$ cat config.mk
export PLATFORM = sky130hd
export DESIGN_NAME = bhnp_lane
export DESIGN_NICKNAME = d
export VERILOG_FILES = /design/src/sv/bipolar_hamming_nearest_prototype_unit_assert.svh /design/src/sv/bhnp_pkg.sv /design/src/sv/bhnp_lane.sv
export SDC_FILE = /design/constraint.sdc
export NUM_CORES = 2
export LEC_CHECK = 0
export ABC_AREA = 1
export BUFFER_PORTS_ARGS = -buffer_cell sky130_fd_sc_hd__buf_2
export CELL_PAD_IN_SITES_DETAIL_PLACEMENT = 1
export CELL_PAD_IN_SITES_GLOBAL_PLACEMENT = 2
export CORE_UTILIZATION = 47
export DETAILED_ROUTE_END_ITERATION = 12
export GPL_TIMING_DRIVEN = 0
export HOLD_SLACK_MARGIN = 0.1
export PLACE_DENSITY_LB_ADDON = 0.1
export SLEW_MARGIN = 20
export SYNTH_ARGS = -nofsm -noshare
export SYNTH_HDL_FRONTEND = slang
export SYNTH_SLANG_ARGS = --single-unit
$ cat constraint.sdc
create_clock -name clk -period 19.4 [get_ports clk]
set_input_delay 3.88 -clock clk [delete_from_list [all_inputs] [get_ports clk]]
set_output_delay 3.88 -clock clk [all_outputs]
set_load 0.02 [all_outputs]
$ cat src/sv/bipolar_hamming_nearest_prototype_unit_assert.svh
// Assertion macros shared by the classifier RTL.
`ifndef BIPOLAR_HAMMING_NEAREST_PROTOTYPE_UNIT_ASSERT_SVH
`define BIPOLAR_HAMMING_NEAREST_PROTOTYPE_UNIT_ASSERT_SVH

// A condition that must hold at every clock edge outside reset.
`define BHNP_ASSERT_ALWAYS(label, clk, rst, cond) \
  label: assert property (@(posedge clk) disable iff (rst) (cond)) \
    else $error("bhnp assertion failed");

// When the antecedent holds, the consequent must hold in the next cycle.
`define BHNP_ASSERT_NEXT(label, clk, rst, ante, cons) \
  label: assert property (@(posedge clk) disable iff (rst) (ante) |=> (cons)) \
    else $error("bhnp assertion failed");

`endif

$ cat src/sv/bhnp_pkg.sv
package bhnp_pkg;

  localparam int NUM_CLASSES = 8;
  localparam int DIMENSIONS  = 2048;
  localparam int LANE_BITS   = 64;

  localparam int CHUNKS   = (DIMENSIONS + LANE_BITS - 1) / LANE_BITS;
  localparam int CHUNK_AW = (CHUNKS > 1) ? $clog2(CHUNKS) : 1;
  localparam int CLS_W    = $clog2(NUM_CLASSES);
  localparam int CNT_W    = $clog2(NUM_CLASSES + 1);
  localparam int PC_W     = $clog2(LANE_BITS + 1);
  localparam int GROUPS   = (LANE_BITS + 7) / 8;

  // Fixed field widths of the request and result channels.
  localparam int REQ_CLS_W   = 3;
  localparam int REQ_CHUNK_W = 5;
  localparam int SIGN_W      = 64;
  localparam int CFG_W       = 4;
  localparam int RES_CLS_W   = 3;
  localparam int DIST_W      = 12;
  localparam int DIST_MAX    = 4095;

  localparam int ACTIVE_RESET = 8;

  typedef enum logic {
    REQ_LOAD     = 1'b0,
    REQ_CLASSIFY = 1'b1
  } req_type_t;

  typedef logic [DIST_W-1:0] dist_t;
  typedef dist_t [NUM_CLASSES-1:0] dist_vec_t;

  // Control shared by all lanes for one pipeline step.
  typedef struct packed {
    logic                 wr_en;
    logic [CHUNK_AW-1:0]  wr_addr;
    logic [LANE_BITS-1:0] wr_data;
    logic                 rd_en;
    logic [CHUNK_AW-1:0]  rd_addr;
    logic [LANE_BITS-1:0] sample;
    logic                 clear;
    logic                 acc_en;
  } lane_ctl_t;

endpackage

$ cat src/sv/bhnp_lane.sv
module bhnp_lane import bhnp_pkg::*; (
  input  logic      clk,
  input  logic      rst,
  input  lane_ctl_t ctl,
  input  logic      wr_sel,
  output dist_t     class_dist
);

  logic [LANE_BITS-1:0] mem [CHUNKS];
  logic [LANE_BITS-1:0] rd_q;
  logic [LANE_BITS-1:0] diff;
  logic [GROUPS*8-1:0]  padded;
  logic [3:0]           grp_cnt [GROUPS];
  logic [PC_W-1:0]      pc;
  dist_t                base;
  logic [DIST_W:0]      sum;
  dist_t                dist_next;

  always_ff @(posedge clk) begin
    if (ctl.wr_en && wr_sel) begin
      mem[ctl.wr_addr] <= ctl.wr_data;
    end
    if (ctl.rd_en) begin
      rd_q <= mem[ctl.rd_addr];
    end
  end

  // Popcount in byte groups, then a sum of the group counts.
  always_comb begin
    diff   = rd_q ^ ctl.sample;
    padded = '0;
    padded[LANE_BITS-1:0] = diff;
    for (int g = 0; g < GROUPS; g++) begin
      grp_cnt[g] = '0;
      for (int b = 0; b < 8; b++) begin
        grp_cnt[g] = grp_cnt[g] + 4'(padded[g*8+b]);
      end
    end
    pc = '0;
    for (int g = 0; g < GROUPS; g++) begin
      pc = pc + PC_W'(grp_cnt[g]);
    end
  end

  always_comb begin
    base = ctl.clear ? '0 : class_dist;
    sum  = {1'b0, base} + (DIST_W+1)'(pc);
    dist_next = (sum > (DIST_W+1)'(DIST_MAX)) ? DIST_W'(DIST_MAX) : sum[DIST_W-1:0];
  end

  always_ff @(posedge clk) begin
    if (rst) begin
      class_dist <= '0;
    end else if (ctl.acc_en) begin
      class_dist <= dist_next;
    end
  end

endmodule

==> flow_summary.ini <==
[status]
outcome = finished clean

[placed_design]
detailedPlacementHpwl_um = 253000
routabilityCongestion = 0.886
port_buffers = 153
place_ws_ps = 7930

[flow_run]
drv_cap = 0

[power_and_ir_drop]
power_per_cell_area_nw_per_um2 = 136
max-vdd-ir-drop_mv = 0.522
power.total_uw = 13800
cellLeakagePower_uw = 0.0368

[floorplanning]
initial_core_util_pct = 47.3
die_x_um = 431
rows = 157
die_y_um = 431
core_area_um2 = 183000
io_pins = 157
die_area_um2 = 186000

[synth]
postSynthCellCount = 7085
postSynthNetCount = 7313
yosysWarningCount = 0
yosys.cell_types.count = 22
mean_post_synth_cell_area_um2 = 12.2
syn_area_um2 = 86700
synth.yosys.seq_area_share_pct = 73.5
synth.ff_latch_count = 2124

[sta]
setup_slack_ps = 8750
fin_tns_setup_ps = 0
rsz_0062_raised_after_global_routing = false
clock_skew_ps = 32.2
number_of_hold_violations_in_the_final_report = 0
final-max-slew-violation-count = 0
max_freq_ghz = 0.0939
layout_worst_path_cycle_share_pct = 54.9
final_period_minus_worst_setup_slack_ps = 10650
setup_viol_count_final = 0
worst_slew_pin_slew_ps = 1290
maxSlewHeadroom_pct = 13.8

[setup_path]
timing.critical_path.to_type = flop
worst_setup_path_start_kind = primary input
crit_type = in -> reg
worst_ep_required_time_ps = 20220
worst-endpoint-arrival_ps = 11470
timing.critical_path.fanout_max = 9
setup.reg_to_reg.worst_slack_ps = 11520

[clocking]
cts_sinks = 2124
cts_root_buf = clkbuf_16
hold_buffers = 0
numCtsBuffers = 220
tritoncts = built
clk_path_buf_depth = 3
path_clk_slew_ps = 60
cts.repair.resized = 0
h-tree-depth = 4
cts_post_setup_buffers_inserted = 0
clk_latency_ps = 880

[grt]
grt_first_pass_wirelength_um = 497000
antenna_violations_before_repair = 18
pin_count_of_the_biggest_net_entering_global_routing = 40
number_of_global_route_vias_before_repair = 64100
track_usage_pct = 38.7
overflow = 0

[drt]
route.final.wire_length_um = 362000
route.antenna.remaining_nets = 0
dr_total_vias = 64400
post_drt_via_cell_ratio = 6.27
firstDrtPassIters = 6
routed_wl_per_cell_um = 35.3
detail_route.drc_violations = 0
dr.first_iter.drc_count = 9213

[cells_and_area]
flow.area_growth_from_synthesis_pct = 17.1
final_util_pct = 55.4
number_of_nets_in_the_finished_design = 7850
drive_above_1_share_pct = 12.0
final_common_cell = nand2_1
layout.cells.most_common_list = nand2_1 (2,218), edfxtp_1 (2,112), nand3_1 (1,834), buf_2 (408), clkbuf_16 (222)

[min_path]
holdCritPathClass = reg -> reg
## sequential cells by signal (all words and copies together) (netlist names)
| register | count |
|---|---|
| mem | 2048 |
| rd_q | 64 |
| class_dist | 12 |
## synthesized netlist by cell type, drive strengths merged
master / count / area [um2]
xor2: 41 / 359
fa: 56 / 1120
clkinv: 1 / 5.00
nor2: 56 / 213
ha: 27 / 338
nand4: 4 / 25.0
nand3: 1834 / 9180
nand2: 2218 / 8330
o21a: 3 / 22.5
edfxtp: 2112 / 63400
clkbuf: 97 / 364
xnor2: 30 / 263
buf: 344 / 1720
a21oi: 57 / 285
o21ai: 52 / 260
inv: 141 / 529
dfxtp: 12 / 240
## worst paths after layout
path	cells after the start	from	end
max	27	ctl[43]	class_dist[0]$_SDFFE_PP0P_
min reg2reg	2	class_dist[5]$_SDFFE_PP0P_	class_dist[5]$_SDFFE_PP0P_
max reg2reg	26	rd_q[41]$_DFFE_PP_	class_dist[0]$_SDFFE_PP0P_
min	2	class_dist[5]$_SDFFE_PP0P_	class_dist[5]$_SDFFE_PP0P_
## worst max-delay path: stages
cell and delay, ps:
buf_2 130, xnor2_1 1000, fa_1 570, inv_1 90, fa_1 470, inv_1 120, fa_1 480, fa_1 730
inv_1 110, fa_1 520, fa_1 500, inv_1 50, fa_1 480, inv_1 50, fa_1 470, inv_1 50
fa_1 410, fa_1 470, inv_1 120, nand3_1 70, nand3_1 150, nand3_1 120, nand3_1 100, nor2_2 100
nand2_1 90, nand2_1 50, inv_1 40
## cell families after synthesis
family,count (synthesis),share of synthesized area (%)
adders and majority gates,83,1.68
buffers and inverters,583,3.02
xor gates and xnor gates,71,0.717
and+or+nand+nor,4112,20.5
DFF,2124,73.5
AOI/OAI and AO/OA,112,0.655
## report_power, final
part	switching (uW)	leakage [uW]	internal, uW
combinational	2960	0.0143	1560
sequential	20.4	0.0192	5110
clock	1840	0.00335	2330
## layout make-up
cell class	instances	area [um2]
sequential	2124	63700
clock buffer	274	5750
fill	18500	81600
timing repair buffer	315	4610
clock inverter	129	1120
multi-input combinational	4378	20600
tap	2464	3080
antenna	5	12.5
buffer	441	2100
inverter	142	534
## layer usage
metal,vias up,track usage [%],part of all wire (%)
met4,20,20.4,6.1
met5,-,0,0.037
met3,887,7.93,11
li1,26200,-,-
met1,33100,52.2,38
met2,4134,59.4,45
## through the flow
step                cells  hold slack [ps]  area [um2]
floorplan            7085              604       86700
global route        10300              593      101000
finish              10300              552      102000
detailed placement   9862              534       94600
global placement     9702              530       90500
CTS                 10300              551      101000
No activity file was read; power rests on OpenSTA's default activity.
