<file path="src/sv/bipolar_hamming_nearest_prototype_unit_assert.svh">
// Assertion macros shared by the classifier RTL.
`ifndef BIPOLAR_HAMMING_NEAREST_PROTOTYPE_UNIT_ASSERT_SVH
`define BIPOLAR_HAMMING_NEAREST_PROTOTYPE_UNIT_ASSERT_SVH

// A condition that must hold at every clock edge outside reset.
`define BHNP_ASSERT_ALWAYS(label, clk, rst, cond) \
  label: assert property (@(posedge clk) disable iff (rst) (cond)) \
    else $error("bhnp assertion failed");

// When the antecedent holds, the consequent must hold in the next cycle.
`define BHNP_ASSERT_NEXT(label, clk, rst, ante, cons) \
  label: assert property (@(posedge clk) disable iff (rst) (ante) |=> (cons)) \
    else $error("bhnp assertion failed");

`endif

</file>
<file path="src/sv/bhnp_pkg.sv">
package bhnp_pkg;

  localparam int NUM_CLASSES = 8;
  localparam int DIMENSIONS  = 2048;
  localparam int LANE_BITS   = 64;

  localparam int CHUNKS   = (DIMENSIONS + LANE_BITS - 1) / LANE_BITS;
  localparam int CHUNK_AW = (CHUNKS > 1) ? $clog2(CHUNKS) : 1;
  localparam int CLS_W    = $clog2(NUM_CLASSES);
  localparam int CNT_W    = $clog2(NUM_CLASSES + 1);
  localparam int PC_W     = $clog2(LANE_BITS + 1);
  localparam int GROUPS   = (LANE_BITS + 7) / 8;

  // Fixed field widths of the request and result channels.
  localparam int REQ_CLS_W   = 3;
  localparam int REQ_CHUNK_W = 5;
  localparam int SIGN_W      = 64;
  localparam int CFG_W       = 4;
  localparam int RES_CLS_W   = 3;
  localparam int DIST_W      = 12;
  localparam int DIST_MAX    = 4095;

  localparam int ACTIVE_RESET = 8;

  typedef enum logic {
    REQ_LOAD     = 1'b0,
    REQ_CLASSIFY = 1'b1
  } req_type_t;

  typedef logic [DIST_W-1:0] dist_t;
  typedef dist_t [NUM_CLASSES-1:0] dist_vec_t;

  // Control shared by all lanes for one pipeline step.
  typedef struct packed {
    logic                 wr_en;
    logic [CHUNK_AW-1:0]  wr_addr;
    logic [LANE_BITS-1:0] wr_data;
    logic                 rd_en;
    logic [CHUNK_AW-1:0]  rd_addr;
    logic [LANE_BITS-1:0] sample;
    logic                 clear;
    logic                 acc_en;
  } lane_ctl_t;

endpackage

</file>
<file path="src/sv/bhnp_if.sv">


interface bhnp_res_if;
  import bhnp_pkg::*;
  logic                 valid;
  logic                 ready;
  logic [RES_CLS_W-1:0] predicted_class;
  logic [DIST_W-1:0]    best_distance;

  modport source (output valid, predicted_class, best_distance, input ready);
  modport sink (input valid, predicted_class, best_distance, output ready);
endinterface

</file>
<file path="src/sv/bhnp_merge.sv">
module bhnp_merge import bhnp_pkg::*; (
  input  logic             clk,
  input  logic             rst,
  input  dist_vec_t        dist_all,
  input  logic [CNT_W-1:0] active_n,
  input  logic             capture,
  output logic             full,
  bhnp_res_if.source       res
);

  logic [CLS_W-1:0] best_idx;
  dist_t            best_d;

  // Strict less-than keeps the lowest index on ties.
  always_comb begin
    best_idx = '0;
    best_d   = dist_all[0];
    for (int c = 1; c < NUM_CLASSES; c++) begin
      if (c < int'(active_n) && dist_all[c] < best_d) begin
        best_d   = dist_all[c];
        best_idx = CLS_W'(c);
      end
    end
  end

  always_ff @(posedge clk) begin
    if (rst) begin
      res.valid <= 1'b0;
    end else if (capture) begin
      res.valid <= 1'b1;
    end else if (res.ready) begin
      res.valid <= 1'b0;
    end
  end

  always_ff @(posedge clk) begin
    if (capture) begin
      res.predicted_class <= RES_CLS_W'(best_idx);
      res.best_distance   <= best_d;
    end
  end

  assign full = res.valid && !res.ready;

endmodule

</file>
<file path="src/flat_wrapper.sv">
// flat-port wrapper written by rule: the top's interface ports become plain ports
module bhnp_merge_flat import bhnp_pkg::*;
  (clk, rst, dist_all, active_n, capture, full, res_valid, res_predicted_class, res_best_distance, res_ready);
  bhnp_res_if res_i ();
  input  logic clk;
  input  logic rst;
  input  dist_vec_t dist_all;
  input  logic [CNT_W-1:0] active_n;
  input  logic capture;
  output logic full;
  output wire logic [$bits(res_i.valid)-1:0] res_valid;
  output wire logic [$bits(res_i.predicted_class)-1:0] res_predicted_class;
  output wire logic [$bits(res_i.best_distance)-1:0] res_best_distance;
  input wire logic [$bits(res_i.ready)-1:0] res_ready;
  assign res_valid = res_i.valid;
  assign res_predicted_class = res_i.predicted_class;
  assign res_best_distance = res_i.best_distance;
  assign res_i.ready = res_ready;
  bhnp_merge u_core (.clk(clk), .rst(rst), .dist_all(dist_all), .active_n(active_n), .capture(capture), .full(full), .res(res_i));
endmodule
</file>
<file path="config.mk">
export PLATFORM = sky130hd
export DESIGN_NAME = bhnp_merge_flat
export DESIGN_NICKNAME = d
export VERILOG_FILES = /design/src/sv/bipolar_hamming_nearest_prototype_unit_assert.svh /design/src/sv/bhnp_pkg.sv /design/src/sv/bhnp_if.sv /design/src/sv/bhnp_merge.sv /design/src/flat_wrapper.sv
export SDC_FILE = /design/constraint.sdc
export NUM_CORES = 1
export LEC_CHECK = 0
export ABC_AREA = 0
export BUFFER_PORTS_ARGS = -buffer_cell sky130_fd_sc_hd__buf_2
export CORE_MARGIN = 2
export CORE_UTILIZATION = 54
export CTS_BUF_LIST = sky130_fd_sc_hd__clkbuf_16
export DETAILED_ROUTE_END_ITERATION = 10
export GPL_ROUTABILITY_DRIVEN = 1
export PLACE_DENSITY = 0.95
export SYNTH_ARGS = -nofsm -noshare
export SYNTH_HDL_FRONTEND = slang
export SYNTH_SLANG_ARGS = --single-unit
</file>
<file path="constraint.sdc">
create_clock -name clk -period 18.3 [get_ports clk]
set_clock_uncertainty 0.1 [all_clocks]
set_input_delay 0 -clock clk [delete_from_list [all_inputs] [get_ports clk]]
set_output_delay 0 -clock clk [all_outputs]
set_load 0.01 [all_outputs]
</file>
==> results of run 1 <==
[layer usage]
| layer | vias up | part of all wire (%) |
|---|---|---|
| li1 | 2131 | - |
| met1 | 2025 | 42 |
| met2 | 226 | 48 |
| met3 | 45 | 7.0 |
| met4 | 0 | 3.2 |
| met5 | - | 0 |
[placed cells by master (no fill, tap or decap), types with 12 or more instances in the layout]
cell type,Yosys,routed
ha_1,73,73
buf_2,7,120
nor2_1,35,35
nand2_1,18,18
o21ai_0,18,18
o21bai_1,12,12
edfxtp_1,15,15
inv_1,59,59
mux2_2,16,16
a21oi_1,57,56
[stage by stage]
| stage | worst slack, ps | instance area (um2) | cells |
|---|---|---|---|
| finish | 1490 | 4850 | 713 |
| CTS | 894 | 4840 | 713 |
| detailed placement | 774 | 4730 | 706 |
| global placement | 1570 | 4730 | 706 |
| floorplan | 4310 | 4090 | 504 |
| global route | 196 | 4850 | 713 |
[synth_stat cells, drive strengths merged (4+ instances only)]
cell      n
o211ai    6
nor3      8
nor2     35
nor3b    10
o21ai    25
inv      59
o21a      9
clkbuf    8
a21oi    58
mux2     23
nand2    18
buf      10
nand3     6
a211oi   14
a21o     11
o221ai   10
edfxtp   15
a2111oi   5
and2      4
nand4     6
ha       73
o22ai    11
a31oi     6
o21bai   12
nor2b    11
nand2b    7
[how the worst max path moves through the flow]
stage,startpoint,end
floorplan,dist_all[1],u_core.res.best_distance[10]
global placement,dist_all[1],u_core.res.predicted_class[2]
detailed placement,dist_all[1],u_core.res.predicted_class[2]
CTS,dist_all[1],u_core.res.predicted_class[2]
global route,dist_all[1],u_core.res.predicted_class[2]
finish,dist_all[1],u_core.res.predicted_class[2]
[registers in the layout, summed over array words and instances, names as in the netlist]
register	count
u_core.res.valid	1
u_core.res.predicted_class	3
u_core.res.best_distance	12
[report_power, final]
group	internal [mW]	switching, mW
clock network	0.0290	0.0137
registers	0.0712	0.00475
logic	0.233	0.321
[worst reg2reg max path: stages (launching register included)]
cell,delay [ps]
dfxtp_1,330
nor2b_1,160
nor2_1,60
nor2_1,80
dlygate4sd3_1,540
[final cells by class]
type	count	share of cell area, %
Multi-Input combinational cell	411	68.4
Timing Repair Buffer	124	13.2
Inverter	59	4.57
Clock buffer	3	1.55
Sequential cell	16	9.71
Tap cell	99	2.56
Clock inverter	1	0.0774
[timing repair]
action,in CTS,in global routing
hold endpoints to repair,2,0
setup endpoints to repair,0,15
hold buffers,3,0
gates resized for setup,0,3
setup buffers,0,0
[cell families after synthesis]
kind of cell	after synthesis	synth area share, %
compound gates	190	34.6
simple gates	122	16.2
buf+inv	77	7.74
fa+ha+maj	73	22.3
mux	25	7.46
flops	16	11.5
xor+xnor	1	0.214
==> results.txt, run 1 <==
via count -> 4427
worst vdd ir -> 0.117 mV
fin crit share -> 91.9%
cts bufs inserted -> 3
WS Path Type -> input pin to flip-flop
Post-Syn Nets -> 681
Diodes inserted -> 0
Final min period -> 16810 ps
Worst Tran Pin Value -> 938 ps
flop2flop setup slack -> 16980 ps
setup violators final -> 0
ANT nets after route -> 0
fin nets -> 792
FF+latch count, synth -> 16
Yosys top cell area share -> 22.3%
die height -> 91.0 um
Post-synth EDFFs -> 15
footprint of the multi-input gates -> 3310 um2
Cell Rows -> 31
area leader, netlist -> ha_1
RePlAce Congestion -> 0.946
CORE AREA -> 7290 um2
hpwl dp -> 9.90 mm
worst-skew pair later-pin latency -> 240 ps
setup_tns -> 0 ps
leak pwr -> 2.36 nW
Area Growth Syn to Fin -> 18.5%
reg2reg end -> u_core.res.valid
Routed WL -> 11.7 mm
status -> finished, final reports clean
Mapped Area -> 4090 um2
Worst path slowest cell -> a211oi_4
PD cells -> 139 nW/um2
worst endpoint required time -> 18130 ps
Tot Pwr -> 673 uW
final-layout fill cell count -> 608
Hold WS -> 54.9 ps
# IOs -> 121
die width -> 91.0 um
vias per std cell -> 6.21
vias in the first global route -> 4398
fin util -> 66.5%
crit path max fanout -> 23
reg-to-reg critical path startpoint -> u_core.res.valid
number of buffer and inverter stages on the critical path -> 6
hold worst-path end -> u_core.res.best_distance[5]
HP Class -> input pin to flip-flop
Post-synth ARST share -> 0%
CP top delay family -> compound AO/OA/AOI/OAI gates
Slew Viols, Final -> 0
root buf cell -> clkbuf_16
Tot GR Track Use -> 27.2%
grt total ovfl -> 0
unrepaired setup endpoints after global routing -> no
GR peak layer -> met2
max frequency -> 0.0595 GHz
CTS H-tree lvls -> 1
GR Util met3 -> 3.15%
Yosys cell types -> 69
Gate Count Post-Synth -> 504
top post-synthesis cells by area -> ha_1, edfxtp_1, a21oi_1
cell mode on critical path -> ha_1
TritonCTS clock tree -> built
CP Depth -> 66
Setup crit end kind -> flip-flop
1st-pass router iterations -> 5
syn_area_per_cell -> 8.12 um2
CP max stage delay -> 750 ps
hold path start -> dist_all[89]
Worst Path Arrival -> 16640 ps
Main synth FF type -> edfxtp_1
Residual DRC -> 0
met1 Use GR -> 33.9%
global-route wire length before repair -> 19.2 mm
Clock Sinks -> 16
GR Util met2 -> 48.0%
Final Hold Viols -> 0
hold path depth -> 3
Seq/Total Area, Yosys -> 11.5%
Syn. warnings -> 0
clock transition at the registers of the reported paths -> 50 ps
Slew HR -> 37.3%
initial antenna violation count -> 0
layout cell share with drive strength beyond 1 -> 29.3%
Max Cap Viol -> 0
Startpoint Class -> input pin
Initial Utilization -> 56.1%
CTS max path bufs -> 2
largest net degree at the start of global routing -> 24
iteration-0 DRC count of the detailed router -> 233
FF-to-FF path depth -> 4
drt wl/cell -> 16.4 um
register area -> 470 um2
IO buf count -> 120
die area -> 8290 um2
No activity file was read; power rests on OpenSTA's default activity.
==> run 2, diff against run 1 <==
==> constraint.sdc (replaced) <==
create_clock -name clk -period 18.3 [get_ports clk]
set_clock_uncertainty 0.1 [all_clocks]
set_input_delay 0.915 -clock clk [delete_from_list [all_inputs] [get_ports clk]]
set_output_delay 0.915 -clock clk [all_outputs]
set_load 0.01 [all_outputs]
==> results.txt, run 2 (synthesis gave the netlist of run 1 again) <==
1st-pass router iterations -> 6 (+1)
layout cell share with drive strength beyond 1 -> 30.1% (+0.75 points)
Non-Filler Instances -> 711 (-0.28%)
reg-to-reg critical path startpoint -> u_core.res.valid
Hold Buf Count CTS -> 0 (-3)
PD cells -> 142 nW/um2 (+2.2%)
Startpoint Class -> input pin
Final min period -> 17160 ps (+347 ps)
largest net degree at the start of global routing -> 24 (unchanged)
# IOs -> 121 (unchanged)
unrepaired setup endpoints after global routing -> no
WS Path Type -> input pin to flip-flop
worst-skew pair later-pin latency -> 250 ps (about the same)
max reg flops -> 12 (unchanged)
CP top delay family -> compound AO/OA/AOI/OAI gates
hold path start -> u_core.res.valid
CTS max path bufs -> 2 (unchanged)
Slew HR -> 39.4% (+2.1 points)
most frequent cells in the layout -> buf_2, ha_1, inv_1
grt total ovfl -> 0 (unchanged)
leak pwr -> 2.35 nW (-0.37%)
via count -> 4493 (+1.5%)
hpwl dp -> 10.1 mm (+1.6%)
global-route wire length before repair -> 20.1 mm (+4.6%)
ANT nets after route -> 0 (unchanged)
clock transition at the registers of the reported paths -> 50 ps (about the same)
largest register by flop count -> u_core.res.best_distance
root buf cell -> clkbuf_16
setup violators final -> 0 (unchanged)
Clock Sinks -> 16 (unchanged)
crit path max fanout -> 23 (unchanged)
RePlAce Congestion -> 0.956 (+1.1%)
Worst Path Arrival -> 17060 ps (+420 ps)
Hold WS -> 502 ps (+447 ps)
Routed WL -> 12.2 mm (+4.4%)
Final Hold Viols -> 0 (unchanged)
max frequency -> 0.0583 GHz (-2.0%)
IO buf count -> 120 (unchanged)
top flop regs -> u_core.res.best_distance (12), u_core.res.predicted_class (3), u_core.res.valid (1)
setup_tns -> 0 ps (unchanged)
vias per std cell -> 6.32 (+1.8%)
Worst path slowest cell -> or2_2
Max Cap Viol -> 0 (unchanged)
HP Class -> flip-flop to flip-flop
initial antenna violation count -> 0 (unchanged)
die area -> 8290 um2 (unchanged)
TritonCTS clock tree -> built
fin util -> 66.2% (-0.27 points)
vias in the first global route -> 4466 (+1.5%)
Diodes inserted -> 0 (unchanged)
Worst Tran Pin Value -> 907 ps (-31.4 ps)
CP max stage delay -> 630 ps (-120 ps)
Cell Rows -> 31 (unchanged)
die height -> 91.0 um (unchanged)
number of buffer and inverter stages on the critical path -> 7 (+1)
fin nets -> 790 (-0.25%)
die width -> 91.0 um (unchanged)
cts bufs inserted -> 3 (unchanged)
CORE AREA -> 7290 um2 (unchanged)
worst endpoint required time -> 18200 ps (+70 ps)
Setup crit end kind -> flip-flop
fin crit share -> 93.8% (+1.9 points)
Residual DRC -> 0 (unchanged)
iteration-0 DRC count of the detailed router -> 345 (+48%)
Slew Viols, Final -> 0 (unchanged)
status -> finished, final reports clean
drt wl/cell -> 17.2 um (+4.7%)
Placed Instances -> 707 (+0.14%)
most common library cell in the layout ignoring fill and taps -> buf_2
worst vdd ir -> 0.192 mV (+65%)
CTS H-tree lvls -> 1 (unchanged)
worst setup path start -> dist_all[1]
Area Growth Syn to Fin -> 18.0%
Tot Pwr -> 685 uW (+1.8%)
Tot GR Track Use -> 28.8% (+1.6 points)
Initial Utilization -> 56.1% (unchanged)
[run 2: what timing repair did]
action | 4_1_cts | 5_1_grt
gates resized for setup | 0 | 5
setup buffers | 0 | 0
endpoints found under the setup margin | 0 | 15
[run 2: routing by layer]
layer / GRT usage [%] / wire (um)
met3: 3.15 / 998
met2: 52.0 / 5920
met4: 10.5 / 475
met5: 0 / 0
met1: 35.0 / 4840
[run 2: area by class of cell]
cell class | count | area, um2
timing repair buffer | 122 | 616
tap | 99 | 124
clock inverter | 1 | 3.75
clock buffer | 3 | 75.1
multi-input combinational | 411 | 3320
fill | 616 | 2460
sequential | 16 | 470
inverter | 59 | 221
[run 2: tightest hold or removal path, delay by kind of cell, from the launching register on]
family           cells  cell delay [ps]
AND/OR/NAND/NOR      3              260
flip-flops           1              300
[run 2: where the power goes]
part	switching, mW	total [mW]	internal (mW)
combinational	0.332	0.567	0.235
sequential	0.00419	0.0753	0.0711
clock	0.0135	0.0425	0.0290
[run 2: worst paths after layout]
check | end | slack (ps) | cells after the start
worst max register to register | u_core.res.valid | 17510 | 3
worst max-delay path | u_core.res.best_distance[0] | 1140 | 69
worst min-delay path | u_core.res.valid | 500 | 3
worst min register to register | u_core.res.valid | 500 | 3
[run 2: stage by stage]
step	setup WS, ps	instance area [um2]
after floorplan	3390	4090
after global placement	1340	4730
after detailed placement	388	4730
after CTS	396	4810
after global routing	10.1	4830
final	1140	4830
